==> src/shell_word_lexer_macros.svh <==
// Assertion macros shared by the lexer modules.
`ifndef SHELL_WORD_LEXER_MACROS_SVH
`define SHELL_WORD_LEXER_MACROS_SVH
`ifndef SYNTHESIS
`define SWL_ASSERT(lbl, clk, rstn, prop, msg) \
  lbl: assert property (@(posedge clk) disable iff (!rstn) prop) else $error(msg);
`define SWL_NEVER(lbl, clk, rstn, cond, msg) \
  lbl: assert property (@(posedge clk) disable iff (!rstn) !(cond)) else $error(msg);
`else
`define SWL_ASSERT(lbl, clk, rstn, prop, msg)
`define SWL_NEVER(lbl, clk, rstn, cond, msg)
`endif
`endif

==> src/swl_pkg.sv <==
`timescale 1ns / 1ps
package swl_pkg;

  typedef struct packed {
    logic [7:0] byte_in;
    logic       line_end;
  } in_t;

  typedef struct packed {
    logic [2:0] kind;
    logic [7:0] char_out;
    logic [7:0] token_total;
    logic [1:0] error_code;
    logic       last_of_run;
  } out_t;

  // One queue entry holds every result of one input byte.
  typedef struct packed {
    logic two;
    out_t res0;
    out_t res1;
  } entry_t;

  typedef struct packed {
    logic empty;
    logic full;
  } q_stat_t;

  localparam logic [2:0] KIND_CHAR = 3'd0;
  localparam logic [2:0] KIND_WEND = 3'd1;
  localparam logic [2:0] KIND_PIPE = 3'd2;
  localparam logic [2:0] KIND_OK   = 3'd3;
  localparam logic [2:0] KIND_ERR  = 3'd4;

  localparam logic [1:0] ERR_BSLASH = 2'd0;
  localparam logic [1:0] ERR_SQUOTE = 2'd1;
  localparam logic [1:0] ERR_DQUOTE = 2'd2;

  localparam logic [7:0] CH_HASH  = 8'h23;
  localparam logic [7:0] CH_PIPE  = 8'h7C;
  localparam logic [7:0] CH_SQ    = 8'h27;
  localparam logic [7:0] CH_DQ    = 8'h22;
  localparam logic [7:0] CH_BSL   = 8'h5C;
  localparam logic [7:0] CH_SPACE = 8'h20;
  localparam logic [7:0] CH_NUL   = 8'h00;

  localparam int QDEPTH = 4;
  localparam int QPTR_W = $clog2(QDEPTH);
  localparam int QCNT_W = $clog2(QDEPTH + 1);

endpackage

==> src/shell_word_lexer.sv <==
`timescale 1ns / 1ps
// Channel  Ports                           Payload              Direction
// in       in_valid, in_stall, in_data     swl_pkg::in_t        byte into block
// out      out_valid, out_stall, out_data  swl_pkg::out_t       result out of block
//
// One input byte is taken per cycle while the queue is not full; the lexer state is registered as each byte is taken.
// A byte yields zero, one or two results, sent one per cycle from a 4-entry queue unless out_stall holds the output.
// Sustained rate is one result per cycle, so a byte causing two results sends them one after the other.
// rst_n is synchronous; it clears lexer state, queue pointers and the output valid.
// in_stall rises only while the queue is full; out_stall holds the output register.
module shell_word_lexer #(
  parameter int MAX_TOKENS = 255
) (
  input  logic           clk,
  input  logic           rst_n,
  input  logic           in_valid,
  output logic           in_stall,
  input  swl_pkg::in_t   in_data,
  output logic           out_valid,
  input  logic           out_stall,
  output swl_pkg::out_t  out_data
);

  logic              fire;
  logic              push;
  logic              pop;
  swl_pkg::entry_t   push_data;
  swl_pkg::entry_t   head;
  swl_pkg::q_stat_t  stat;

  assign in_stall = stat.full;
  assign fire     = in_valid && !stat.full;

  swl_front #(.MAX_TOKENS(MAX_TOKENS)) u_front (
    .clk       (clk),
    .rst_n     (rst_n),
    .fire      (fire),
    .in_data   (in_data),
    .push      (push),
    .push_data (push_data)
  );

  swl_fifo u_fifo (
    .clk       (clk),
    .rst_n     (rst_n),
    .push      (push),
    .push_data (push_data),
    .pop       (pop),
    .head      (head),
    .stat      (stat)
  );

  swl_back u_back (
    .clk       (clk),
    .rst_n     (rst_n),
    .head      (head),
    .stat      (stat),
    .pop       (pop),
    .out_stall (out_stall),
    .out_valid (out_valid),
    .out_data  (out_data)
  );

endmodule

==> src/swl_front.sv <==
`timescale 1ns / 1ps
`include "shell_word_lexer_macros.svh"
module swl_front #(
  parameter int MAX_TOKENS = 255
) (
  input  logic          clk,
  input  logic          rst_n,
  input  logic          fire,
  input  swl_pkg::in_t  in_data,
  output logic          push,
  output swl_pkg::entry_t push_data
);

  localparam int CAP = (MAX_TOKENS > 255) ? 255 : MAX_TOKENS;

  typedef enum logic [1:0] {
    MODE_GAP     = 2'd0,
    MODE_WORD    = 2'd1,
    MODE_COMMENT = 2'd2
  } mode_t;

  mode_t      mode_r, mode_nxt;
  logic       sq_r, sq_nxt;
  logic       dq_r, dq_nxt;
  logic       esc_r, esc_nxt;
  logic [7:0] tok_r, tok_nxt;

  logic       have;
  logic [7:0] c;
  logic       eol;
  logic       word;
  logic [7:0] t1;

  function automatic logic [7:0] sat_inc(input logic [7:0] t);
    sat_inc = (t < 8'(CAP)) ? t + 8'd1 : t;
  endfunction

  function automatic swl_pkg::out_t mk(input logic [2:0] k, input logic [7:0] ch,
                                       input logic [7:0] tot, input logic [1:0] code);
    swl_pkg::out_t r;
    r.kind        = k;
    r.char_out    = ch;
    r.token_total = tot;
    r.error_code  = code;
    r.last_of_run = 1'b0;
    mk = r;
  endfunction

  assign c    = in_data.byte_in;
  assign eol  = in_data.line_end || (c == swl_pkg::CH_NUL);
  assign word = (mode_r == MODE_WORD);
  assign t1   = sat_inc(tok_r);

  always_comb begin
    mode_nxt  = mode_r;
    sq_nxt    = sq_r;
    dq_nxt    = dq_r;
    esc_nxt   = esc_r;
    tok_nxt   = tok_r;
    have      = 1'b0;
    push_data = '0;
    if (eol) begin
      have = 1'b1;
      if (word && esc_r) begin
        push_data.res0 = mk(swl_pkg::KIND_ERR, 8'd0, 8'd0, swl_pkg::ERR_BSLASH);
      end else if (word && sq_r) begin
        push_data.res0 = mk(swl_pkg::KIND_ERR, 8'd0, 8'd0, swl_pkg::ERR_SQUOTE);
      end else if (word && dq_r) begin
        push_data.res0 = mk(swl_pkg::KIND_ERR, 8'd0, 8'd0, swl_pkg::ERR_DQUOTE);
      end else if (word) begin
        push_data.two  = 1'b1;
        push_data.res0 = mk(swl_pkg::KIND_WEND, 8'd0, 8'd0, swl_pkg::ERR_BSLASH);
        push_data.res1 = mk(swl_pkg::KIND_OK, 8'd0, t1, swl_pkg::ERR_BSLASH);
      end else begin
        push_data.res0 = mk(swl_pkg::KIND_OK, 8'd0, tok_r, swl_pkg::ERR_BSLASH);
      end
      mode_nxt = MODE_GAP;
      sq_nxt   = 1'b0;
      dq_nxt   = 1'b0;
      esc_nxt  = 1'b0;
      tok_nxt  = 8'd0;
    end else if (mode_r == MODE_COMMENT) begin
      have = 1'b0;
    end else if (word && esc_r) begin
      esc_nxt        = 1'b0;
      have           = 1'b1;
      push_data.res0 = mk(swl_pkg::KIND_CHAR, c, 8'd0, swl_pkg::ERR_BSLASH);
    end else if (word && sq_r) begin
      if (c == swl_pkg::CH_SQ) begin
        sq_nxt = 1'b0;
      end else begin
        have           = 1'b1;
        push_data.res0 = mk(swl_pkg::KIND_CHAR, c, 8'd0, swl_pkg::ERR_BSLASH);
      end
    end else if (word && dq_r) begin
      if (c == swl_pkg::CH_DQ) begin
        dq_nxt = 1'b0;
      end else if (c == swl_pkg::CH_BSL) begin
        esc_nxt = 1'b1;
      end else begin
        have           = 1'b1;
        push_data.res0 = mk(swl_pkg::KIND_CHAR, c, 8'd0, swl_pkg::ERR_BSLASH);
      end
    end else if (c == swl_pkg::CH_SPACE || (c inside {[8'd9:8'd13]}) ||
                 c == swl_pkg::CH_PIPE || c == swl_pkg::CH_HASH) begin
      if (word) begin
        have           = 1'b1;
        tok_nxt        = t1;
        mode_nxt       = MODE_GAP;
        push_data.res0 = mk(swl_pkg::KIND_WEND, 8'd0, 8'd0, swl_pkg::ERR_BSLASH);
        if (c == swl_pkg::CH_PIPE) begin
          tok_nxt        = sat_inc(t1);
          push_data.two  = 1'b1;
          push_data.res1 = mk(swl_pkg::KIND_PIPE, 8'd0, 8'd0, swl_pkg::ERR_BSLASH);
        end
      end else if (c == swl_pkg::CH_PIPE) begin
        have           = 1'b1;
        tok_nxt        = t1;
        push_data.res0 = mk(swl_pkg::KIND_PIPE, 8'd0, 8'd0, swl_pkg::ERR_BSLASH);
      end
      if (c == swl_pkg::CH_HASH) begin
        mode_nxt = MODE_COMMENT;
      end
    end else begin
      mode_nxt = MODE_WORD;
      if (c == swl_pkg::CH_SQ) begin
        sq_nxt = 1'b1;
      end else if (c == swl_pkg::CH_DQ) begin
        dq_nxt = 1'b1;
      end else if (c == swl_pkg::CH_BSL) begin
        esc_nxt = 1'b1;
      end else begin
        have           = 1'b1;
        push_data.res0 = mk(swl_pkg::KIND_CHAR, c, 8'd0, swl_pkg::ERR_BSLASH);
      end
    end
  end

  assign push = fire && have;

  always_ff @(posedge clk) begin
    if (!rst_n) begin
      mode_r <= MODE_GAP;
      sq_r   <= 1'b0;
      dq_r   <= 1'b0;
      esc_r  <= 1'b0;
      tok_r  <= 8'd0;
    end else if (fire) begin
      mode_r <= mode_nxt;
      sq_r   <= sq_nxt;
      dq_r   <= dq_nxt;
      esc_r  <= esc_nxt;
      tok_r  <= tok_nxt;
    end
  end

  // Quote and escape flags only live inside a word.
  `SWL_ASSERT(a_flags_in_word, clk, rst_n, (sq_r || dq_r || esc_r) |-> (mode_r == MODE_WORD), "quote or escape flag outside a word")
  `SWL_NEVER(a_one_quote, clk, rst_n, sq_r && dq_r, "both quote kinds open")

endmodule

==> src/swl_fifo.sv <==
`timescale 1ns / 1ps
`include "shell_word_lexer_macros.svh"
module swl_fifo (
  input  logic              clk,
  input  logic              rst_n,
  input  logic              push,
  input  swl_pkg::entry_t   push_data,
  input  logic              pop,
  output swl_pkg::entry_t   head,
  output swl_pkg::q_stat_t  stat
);

  swl_pkg::entry_t                 mem_r [swl_pkg::QDEPTH];
  logic [swl_pkg::QPTR_W-1:0]      wr_r, rd_r;
  logic [swl_pkg::QCNT_W-1:0]      cnt_r;

  assign stat.empty = (cnt_r == '0);
  assign stat.full  = (cnt_r == swl_pkg::QCNT_W'(swl_pkg::QDEPTH));
  assign head       = mem_r[rd_r];

  always_ff @(posedge clk) begin
    if (push) begin
      mem_r[wr_r] <= push_data;
    end
  end

  always_ff @(posedge clk) begin
    if (!rst_n) begin
      wr_r  <= '0;
      rd_r  <= '0;
      cnt_r <= '0;
    end else begin
      if (push) begin
        wr_r <= wr_r + 1'b1;
      end
      if (pop) begin
        rd_r <= rd_r + 1'b1;
      end
      if (push && !pop) begin
        cnt_r <= cnt_r + 1'b1;
      end else if (pop && !push) begin
        cnt_r <= cnt_r - 1'b1;
      end
    end
  end

  `SWL_NEVER(a_no_overflow, clk, rst_n, push && stat.full && !pop, "push into full queue")
  `SWL_NEVER(a_no_underflow, clk, rst_n, pop && stat.empty, "pop from empty queue")

endmodule

==> src/swl_back.sv <==
`timescale 1ns / 1ps
`include "shell_word_lexer_macros.svh"
module swl_back (
  input  logic              clk,
  input  logic              rst_n,
  input  swl_pkg::entry_t   head,
  input  swl_pkg::q_stat_t  stat,
  output logic              pop,
  input  logic              out_stall,
  output logic              out_valid,
  output swl_pkg::out_t     out_data
);

  logic          sub_r, sub_nxt;
  logic          ov_r, ov_nxt;
  swl_pkg::out_t od_r, od_nxt;
  logic          load;
  logic          take;

  assign load = !ov_r || !out_stall;
  assign take = load && !stat.empty;
  assign pop  = take && (!head.two || sub_r);

  always_comb begin
    sub_nxt = sub_r;
    ov_nxt  = ov_r;
    od_nxt  = od_r;
    if (load) begin
      ov_nxt = !stat.empty;
    end
    if (take) begin
      od_nxt             = sub_r ? head.res1 : head.res0;
      od_nxt.last_of_run = !head.two || sub_r;
      sub_nxt            = head.two && !sub_r;
    end
  end

  always_ff @(posedge clk) begin
    if (!rst_n) begin
      sub_r <= 1'b0;
      ov_r  <= 1'b0;
    end else begin
      sub_r <= sub_nxt;
      ov_r  <= ov_nxt;
    end
    od_r <= od_nxt;
  end

  assign out_valid = ov_r;
  assign out_data  = od_r;

  // A half-sent pair keeps its entry at the head of the queue.
  `SWL_ASSERT(a_sub_holds_entry, clk, rst_n, sub_r |-> (!stat.empty && head.two), "second result with no pair at head")
  `SWL_ASSERT(a_pair_first_wend, clk, rst_n, (!stat.empty && head.two) |-> (head.res0.kind == swl_pkg::KIND_WEND), "pair does not open with word end")

endmodule
==> config.mk <==
export PLATFORM = sky130hd
export DESIGN_NAME = shell_word_lexer
export DESIGN_NICKNAME = d
export VERILOG_FILES = /design/src/swl_pkg.sv /design/src/shell_word_lexer.sv /design/src/swl_front.sv /design/src/swl_fifo.sv /design/src/swl_back.sv
export VERILOG_INCLUDE_DIRS = /design/src /design/src/src
export SDC_FILE = /design/constraint.sdc
export NUM_CORES = 1
export LEC_CHECK = 0
export BUFFER_PORTS_ARGS = -buffer_cell sky130_fd_sc_hd__buf_2
export CORE_MARGIN = 4
export CORE_UTILIZATION = 40
export DETAILED_ROUTE_END_ITERATION = 16
export GPL_TIMING_DRIVEN = 0
export SYNTH_ARGS = -nofsm -noshare
export SYNTH_HDL_FRONTEND = slang
export SYNTH_SLANG_ARGS = --single-unit
export TNS_END_PERCENT = 10
==> constraint.sdc <==
create_clock -name clk -period 3.2 [get_ports clk]
set_input_delay 0.64 -clock clk [delete_from_list [all_inputs] [get_ports clk]]
set_output_delay 0.64 -clock clk [all_outputs]
set_load 0.01 [all_outputs]
==> metrics.txt, run 1 <==
Initial Util 40.8%; GP Congestion 0.903; initial antenna violation count 0; layout cells sized above 1 about a quarter; main combinational cell family by area after synthesis simple AND/OR/NAND/NOR gates; max-slew violations 0; Max IR drop VDD 0.369 mV; Crit. End Element flop; Rows 50; Synth Register Bits 170; CTS Buf Count 17; CP Class input pin to flop; Crit-path slowest cell or4_4; TritonCTS Sinks between 150 and 200; CTS root buf clkbuf_16; leak pwr 0.00299 uW; CP required 3550 ps; Fin Hold WS ~500 ps; core box area about 19000 um^2; Syn Nets 533; vias in the first global route about 4.7k; drt total wl 16700 um; Reg clk slew, reported paths approximately 70 ps; GRT Overall Usage 16.1%; Via Count approximately 4.6k; FF-to-FF setup slack 160 ps; RSZ-0062 raised after global routing true; ANT cells 0; Synth Area in XOR/XNOR just over 1%; Area growth syn-to-layout 14.9%; area of the mapped netlist ~7600 um^2; total gr overflow 0; status finished, final reports clean; die width about 150 um; Hold Path Stages 2; wire length of the first global-routing pass between 20000 and 30000 um; worst-path fanout max 5; Tot Pwr 6340 uW; Distinct cells, synth 72; worst-margin pin slew 984 ps; Synth Warn # 0; TritonCTS clock tree yes; Die ar. 21300 um^2; drt pass-1 iters 5; Top Ports 37; min cycle time layout slightly above 3000 ps; crit start category input pin; R2R cell count 9; DRC viols 0; Final Util 46.9%; fmax 0.321 GHz; Crit Reg-Reg Startpoint u_front.tok_r[0]$_SDFFE_PN0P_; Min-Delay Path Class input pin to flop; compound-cell area share of the yosys netlist 8.08%; largest net degree at the start of global routing 32; slowest stage delay, CP 550 ps; worst reg2reg endpoint u_front.tok_r[4]$_SDFFE_PN0P_; Max-Cap Viols 0; Worst Clk Skew 8.86 ps; Post-synth EDFFs 146; Hold Path End u_front.mode_r[1]$_SDFFE_PN0P_; ANT nets after route 0; period utilization 97.5%; Syn Inst Count 512; fin area slightly below 9000 um^2; final hold vios 0; post-synthesis mux area share 11.7%; part of the Yosys area used for sequential elements a little under two thirds; Hold Startpoint in_data[3]; DR iter-0 viols 417; Post-Synth Simple-Gate Area 11.8%; Final HPWL DP 11200 um; Die Y ~150 um; clk_lat worst skew 420 ps; clk buf depth 2; layout net count 591; DR vias/cell 5.61; endpoints failing setup 0; asr flop ratio synth 0%; Wirelength per Cell 20.4 um; Mean Syn Cell Area 14.9 um^2; Placed Area 8130 um^2; relative slew slack 34.4%; cts hold-fix bufs 0; fill cell count 1673; Power Density 723 nW/um^2; worst path cell trace buf_2 -> or4_4 -> or2_4 -> o221a_4 -> a21oi_2 -> o31a_1 -> buf_6 -> ha_4 -> inv_1 -> fa_2 -> xor2_1 -> or3_1 -> a21boi_1; H-tree depth 4; Worst Path Arrival 3470 ps; adder-cell share of the synthesized area 1.41%; Primary FF master, synth edfxtp_1; port buffer count 34
-- critical path, delay by kind of cell --
kind / cells / cell delay, ps
compound gates: 4 / 710
xor+xnor: 1 / 150
fa+ha+maj: 2 / 470
buf+inv: 3 / 310
simple gates: 3 / 1180
-- power breakdown --
part           leakage (uW)  internal [uW]  total, uW  switching (uW)
logic               0.00117            702       1500             798
clock network      0.000251           1060       1880             823
registers           0.00156           2850       2960             108
total               0.00299           4610       6340            1730
-- cell families after synthesis --
kind of cell	after synthesis
AOI/OAI and AO/OA	81
xor gates and xnor gates	9
adders and majority gates	8
buffers and inverters	36
DFF	170
muxes	49
and+or+nand+nor	159
-- registers in the layout, summed over array words and instances (netlist names), named ones only --
signal / cells
u_fifo.mem_r: 124
u_back.out_data: 22
u_front.tok_r: 8
u_fifo.cnt_r: 3
u_fifo.rd_r: 2
u_fifo.wr_r: 2
u_front.mode_r: 2
u_back.out_valid: 1
u_back.sub_r: 1
u_front.dq_r: 1
u_front.esc_r: 1
u_front.sq_r: 1
-- cells in the final DEF (no fill, tap or decap), types with 4 or more instances in the layout --
| cell | instances |
|---|---|
| mux2_2 | 11 |
| clkbuf_1 | 16 |
| clkinvlp_4 | 5 |
| nand2_1 | 29 |
| nand3_1 | 12 |
| nor3b_1 | 5 |
| nor2_1 | 26 |
| buf_1 | 4 |
| nor2b_1 | 18 |
| a21boi_0 | 4 |
| edfxtp_1 | 146 |
| buf_2 | 35 |
| xnor2_1 | 5 |
| nand4_1 | 4 |
| inv_1 | 11 |
| nor3_1 | 10 |
| dfxtp_1 | 24 |
| o21ai_0 | 13 |
| a21oi_1 | 14 |
| buf_4 | 5 |
| clkinv_2 | 5 |
| mux4_2 | 31 |
| o31ai_1 | 4 |
| mux2i_1 | 7 |
| clkbuf_16 | 17 |
| xor2_1 | 4 |
| nor4_1 | 5 |
| nand2b_1 | 4 |
| and2_1 | 9 |
| ha_1 | 6 |
| and3_1 | 8 |
-- Yosys cell counts, types with 3 or more instances --
| master | n | area [um^2] |
|---|---|---|
| edfxtp_1 | 146 | 4380 |
| mux4_2 | 31 | 698 |
| nand2_1 | 29 | 109 |
| nor2_1 | 26 | 97.6 |
| dfxtp_1 | 24 | 480 |
| nor2b_1 | 19 | 119 |
| a21oi_1 | 16 | 80.1 |
| clkbuf_1 | 15 | 56.3 |
| o21ai_0 | 13 | 65.1 |
| and2_1 | 12 | 75.1 |
| nand3_1 | 12 | 60.1 |
| inv_1 | 11 | 41.3 |
| mux2_2 | 11 | 124 |
| nor3_1 | 11 | 55.1 |
| and3_1 | 8 | 50.1 |
| ha_1 | 7 | 87.6 |
| mux2i_1 | 7 | 70.1 |
| nor3b_1 | 6 | 45.0 |
| nor4_1 | 6 | 37.5 |
| a21boi_0 | 5 | 37.5 |
| xnor2_1 | 5 | 43.8 |
| buf_1 | 4 | 15.0 |
| nand2b_1 | 4 | 25.0 |
| nand4_1 | 4 | 25.0 |
| o31ai_1 | 4 | 30.0 |
| xor2_1 | 4 | 35.0 |
| a21o_1 | 3 | 22.5 |
| clkbuf_8 | 3 | 41.3 |
| o2111a_1 | 3 | 33.8 |
| o21a_1 | 3 | 22.5 |
| o22ai_1 | 3 | 18.8 |
| o311ai_0 | 3 | 26.3 |
-- worst max-delay path by stage --
| stage | startpoint | endpoint | slack (ps) | cells past startpoint |
|---|---|---|---|---|
| after floorplan | in_data[4] | u_fifo.mem_r[2][10]$_DFFE_PP_ | -50 | 7 |
| after global placement | in_data[4] | u_fifo.mem_r[3][7]$_DFFE_PP_ | -940 | 7 |
| after detailed placement | in_data[4] | u_fifo.cnt_r[2]$_SDFFE_PN0P_ | -490 | 13 |
| after CTS | in_data[1] | u_fifo.cnt_r[2]$_SDFFE_PN0P_ | 3 | 13 |
| after global routing | in_data[4] | u_fifo.cnt_r[2]$_SDFFE_PN0P_ | -50 | 13 |
| final | in_data[7] | u_fifo.cnt_r[2]$_SDFFE_PN0P_ | 80 | 13 |
-- area by class of cell --
type / instances / area, um^2 / area share, %
inverter: 11 / 41.3 / 0.471
sequential: 170 / 4860 / 55.5
clock inverter: 13 / 105 / 1.20
tap: 234 / 293 / 3.34
buffer: 25 / 136 / 1.56
clock buffer: 18 / 429 / 4.90
timing repair buffer: 39 / 220 / 2.51
multi-input combinational: 306 / 2680 / 30.5
-- timing repair --
| item | 4_1_cts | 5_1_grt |
|---|---|---|
| endpoints found under the hold margin | 0 | 0 |
| buffers inserted | 0 | 5 |
| resized for setup | 3 | 11 |
| setup endpoints to repair | 3 | 128 |
| pin swaps | 0 | 7 |
-- through the flow --
stage,cells,setup slack [ps],TNS (ps)
after global routing,816,-54.2,-62.3
after CTS,811,3.11,0
final,816,80.9,0
after detailed placement,780,-487,-49450
after global placement,780,-941,-80550
after floorplan,512,-51.7,-3250
-- layer usage --
layer	GRT usage, %	wire length [um]	part of all wire (%)	up-vias
met3	2.79	661	4.0	24
li1	-	-	-	2121
met4	5.32	256	1.5	0
met2	26.7	8270	50	106
met5	0	0	0	-
met1	21.7	7480	45	2329
(Power assumes the default switching activity.)
==> inputs of run 2 (changes only) <==
SYNTH_HIERARCHICAL = 1   (was default)
==> metrics.txt, run 2 <==
TritonCTS clock tree yes (unchanged); worst-path fanout max 6 (was 5); pre-CTS setup slack -639 ps (was -487 ps); largest net degree at the start of global routing 44 (was 32); DRC viols 0 (unchanged); fmax 0.324 GHz (was 0.321 GHz); vias in the first global route 5291 (was 4700); wire length of the first global-routing pass 29400 um (was 26600 um); clk_lat worst skew 500 ps (was 420 ps); TritonCTS Sinks 218 (was 170); TNS Setup 0 ps (unchanged); DR iter-0 viols 503 (was 417); Die ar. 26300 um^2 (was 21300 um^2); initial antenna violation count 0 (unchanged); layout cells sized above 1 30.2% (was 25.9%); fill cell count 2022 (was 1673); Mean Syn Cell Area 16.8 um^2 (was 14.9 um^2); H-tree depth 1 (was 4); Worst Path Arrival 3520 ps (was 3470 ps); GRT Overall Usage 14.2% (was 16.1%); leading cell type in the layout, fill and taps excluded edfxtp_1 (unchanged); leak pwr 0.00376 uW (was 0.00299 uW); commonest non-fill, non-tap cells in the layout 194 x edfxtp_1, 43 x buf_2, 38 x mux4_2, 29 x nand2_1, 26 x nor2_1 (was 146 x edfxtp_1, 35 x buf_2, 31 x mux4_2, 29 x nand2_1, 26 x nor2_1); Max IR drop VDD 0.512 mV (was 0.369 mV); ANT nets after route 0 (unchanged); Min-Delay Path Class input pin to flop (unchanged); R2R cell count 10 (was 9); Die Y 162 um (was 146 um); status finished, final reports clean (unchanged); Biggest register u_fifo/mem_r (was u_fifo.mem_r); Fin Hold WS 439 ps (was 501 ps); area of the mapped netlist 9520 um^2 (was 7630 um^2); total gr overflow 0 (unchanged); Worst Clk Skew 8.51 ps (was 8.86 ps); Syn Inst Count 566 (was 512); GRT met3 Usage 1.85% (was 2.79%); min cycle time layout 3090 ps (was 3120 ps); core box area 23500 um^2 (was 18700 um^2); Area growth syn-to-layout 15.4% (was 14.9%); Final HPWL DP 12200 um (was 11200 um); crit start category input pin (unchanged); Wirelength per Cell 19.1 um (was 20.4 um); drt total wl 18700 um (was 16700 um); Placed Area 10200 um^2 (was 8130 um^2); Power Density 737 nW/um^2 (was 723 nW/um^2); Synth Warn # 6 (was 0); DR vias/cell 5.24 (was 5.61); die width 162 um (was 146 um); Hold Path Stages 3 (was 2); Initial Util 40.5% (was 40.8%); FF-to-FF setup slack 220 ps (was 160 ps); ANT cells 0 (unchanged); final hold vios 0 (unchanged); port buffer count 36 (was 34); Via Count 5127 (was 4580); fin area 11000 um^2 (was 8770 um^2); most crowded layer after global routing met2 (unchanged); grt met2 use 24.0% (was 26.7%); CTS root buf clkbuf_16 (unchanged); Crit. End Element flop (unchanged); met1 Use GR 19.6% (was 21.7%); worst setup margin 111 ps (was 80.9 ps); Max-Cap Viols 0 (unchanged); period utilization 96.5% (was 97.5%); GP Congestion 0.850 (was 0.903); worst-margin pin slew 730 ps (was 984 ps); Rows 56 (was 50); CP required 3630 ps (was 3550 ps); Top Ports 37 (unchanged); cts hold-fix bufs 0 (unchanged); layout net count 664 (was 591); max-slew violations 0 (unchanged); endpoints failing setup 0 (unchanged); Final Util 46.8% (was 46.9%); max FFs per register 172 (was 124); drt pass-1 iters 5 (unchanged); CTS Buf Count 24 (was 17); clk buf depth 3 (was 2); Reg clk slew, reported paths 60 ps (was 70 ps); relative slew slack 50.9% (was 34.4%); CP Class input pin to flop (unchanged)
-- run 2: path summary, 6_finish.rpt --
check,from,endpoint
worst max-delay path,in_data[1],u_fifo/cnt_r[2]$_SDFFE_PN0P_
worst min-delay path,out_stall,u_back/out_valid$_SDFFE_PN0N_
worst max register to register,u_front/tok_r[1]$_SDFFE_PN0P_,u_front/tok_r[1]$_SDFFE_PN0P_
worst min register to register,u_front/tok_r[7]$_SDFFE_PN0P_,u_front/tok_r[7]$_SDFFE_PN0P_
-- run 2: final cells by class --
type	instances	area, um^2	area share (%)
Timing Repair Buffer	41	235	2.14
Clock buffer	31	648	5.90
Buffer	36	303	2.76
Sequential cell	218	6310	57.4
Clock inverter	11	62.6	0.570
Inverter	13	48.8	0.444
Multi-Input combinational cell	309	2980	27.1
Tap cell	319	399	3.63
-- run 2: per-stage QoR --
stage	std cells	total power [uW]
detailed placement	932	5730
finish	978	8100
global route	978	8500
global placement	931	5620
floorplan	576	5100
CTS	974	8210
-- run 2: where the power goes --
group / leakage [uW] / internal [uW] / switching, uW
logic: 0.00142 / 961 / 961
clock network: 0.000340 / 1430 / 1030
registers: 0.00199 / 3610 / 108
total: 0.00376 / 6000 / 2100
-- run 2: critical path, stage by stage --
cell,delay (ps)
buf_2,130
or2_1,240
buf_6,140
or4_4,590
o21ai_1,170
a21oi_1,100
a21oi_2,260
ha_2,260
inv_2,40
fa_2,340
xor2_1,160
or3_1,330
a21boi_1,120
-- run 2: layer usage --
metal	vias to the layer above	part of all wire [%]
met3	32	3.9
met4	0	1.8
li1	2372	-
met1	2604	45
met5	-	0
met2	119	49
-- run 2: what timing repair did --
| item | CTS | global route |
|---|---|---|
| buffers inserted | 0 | 3 |
| pin swaps | 0 | 2 |
| hold endpoints to repair | 0 | 0 |
| endpoints found under the setup margin | 172 | 6 |
| resized for setup | 4 | 9 |
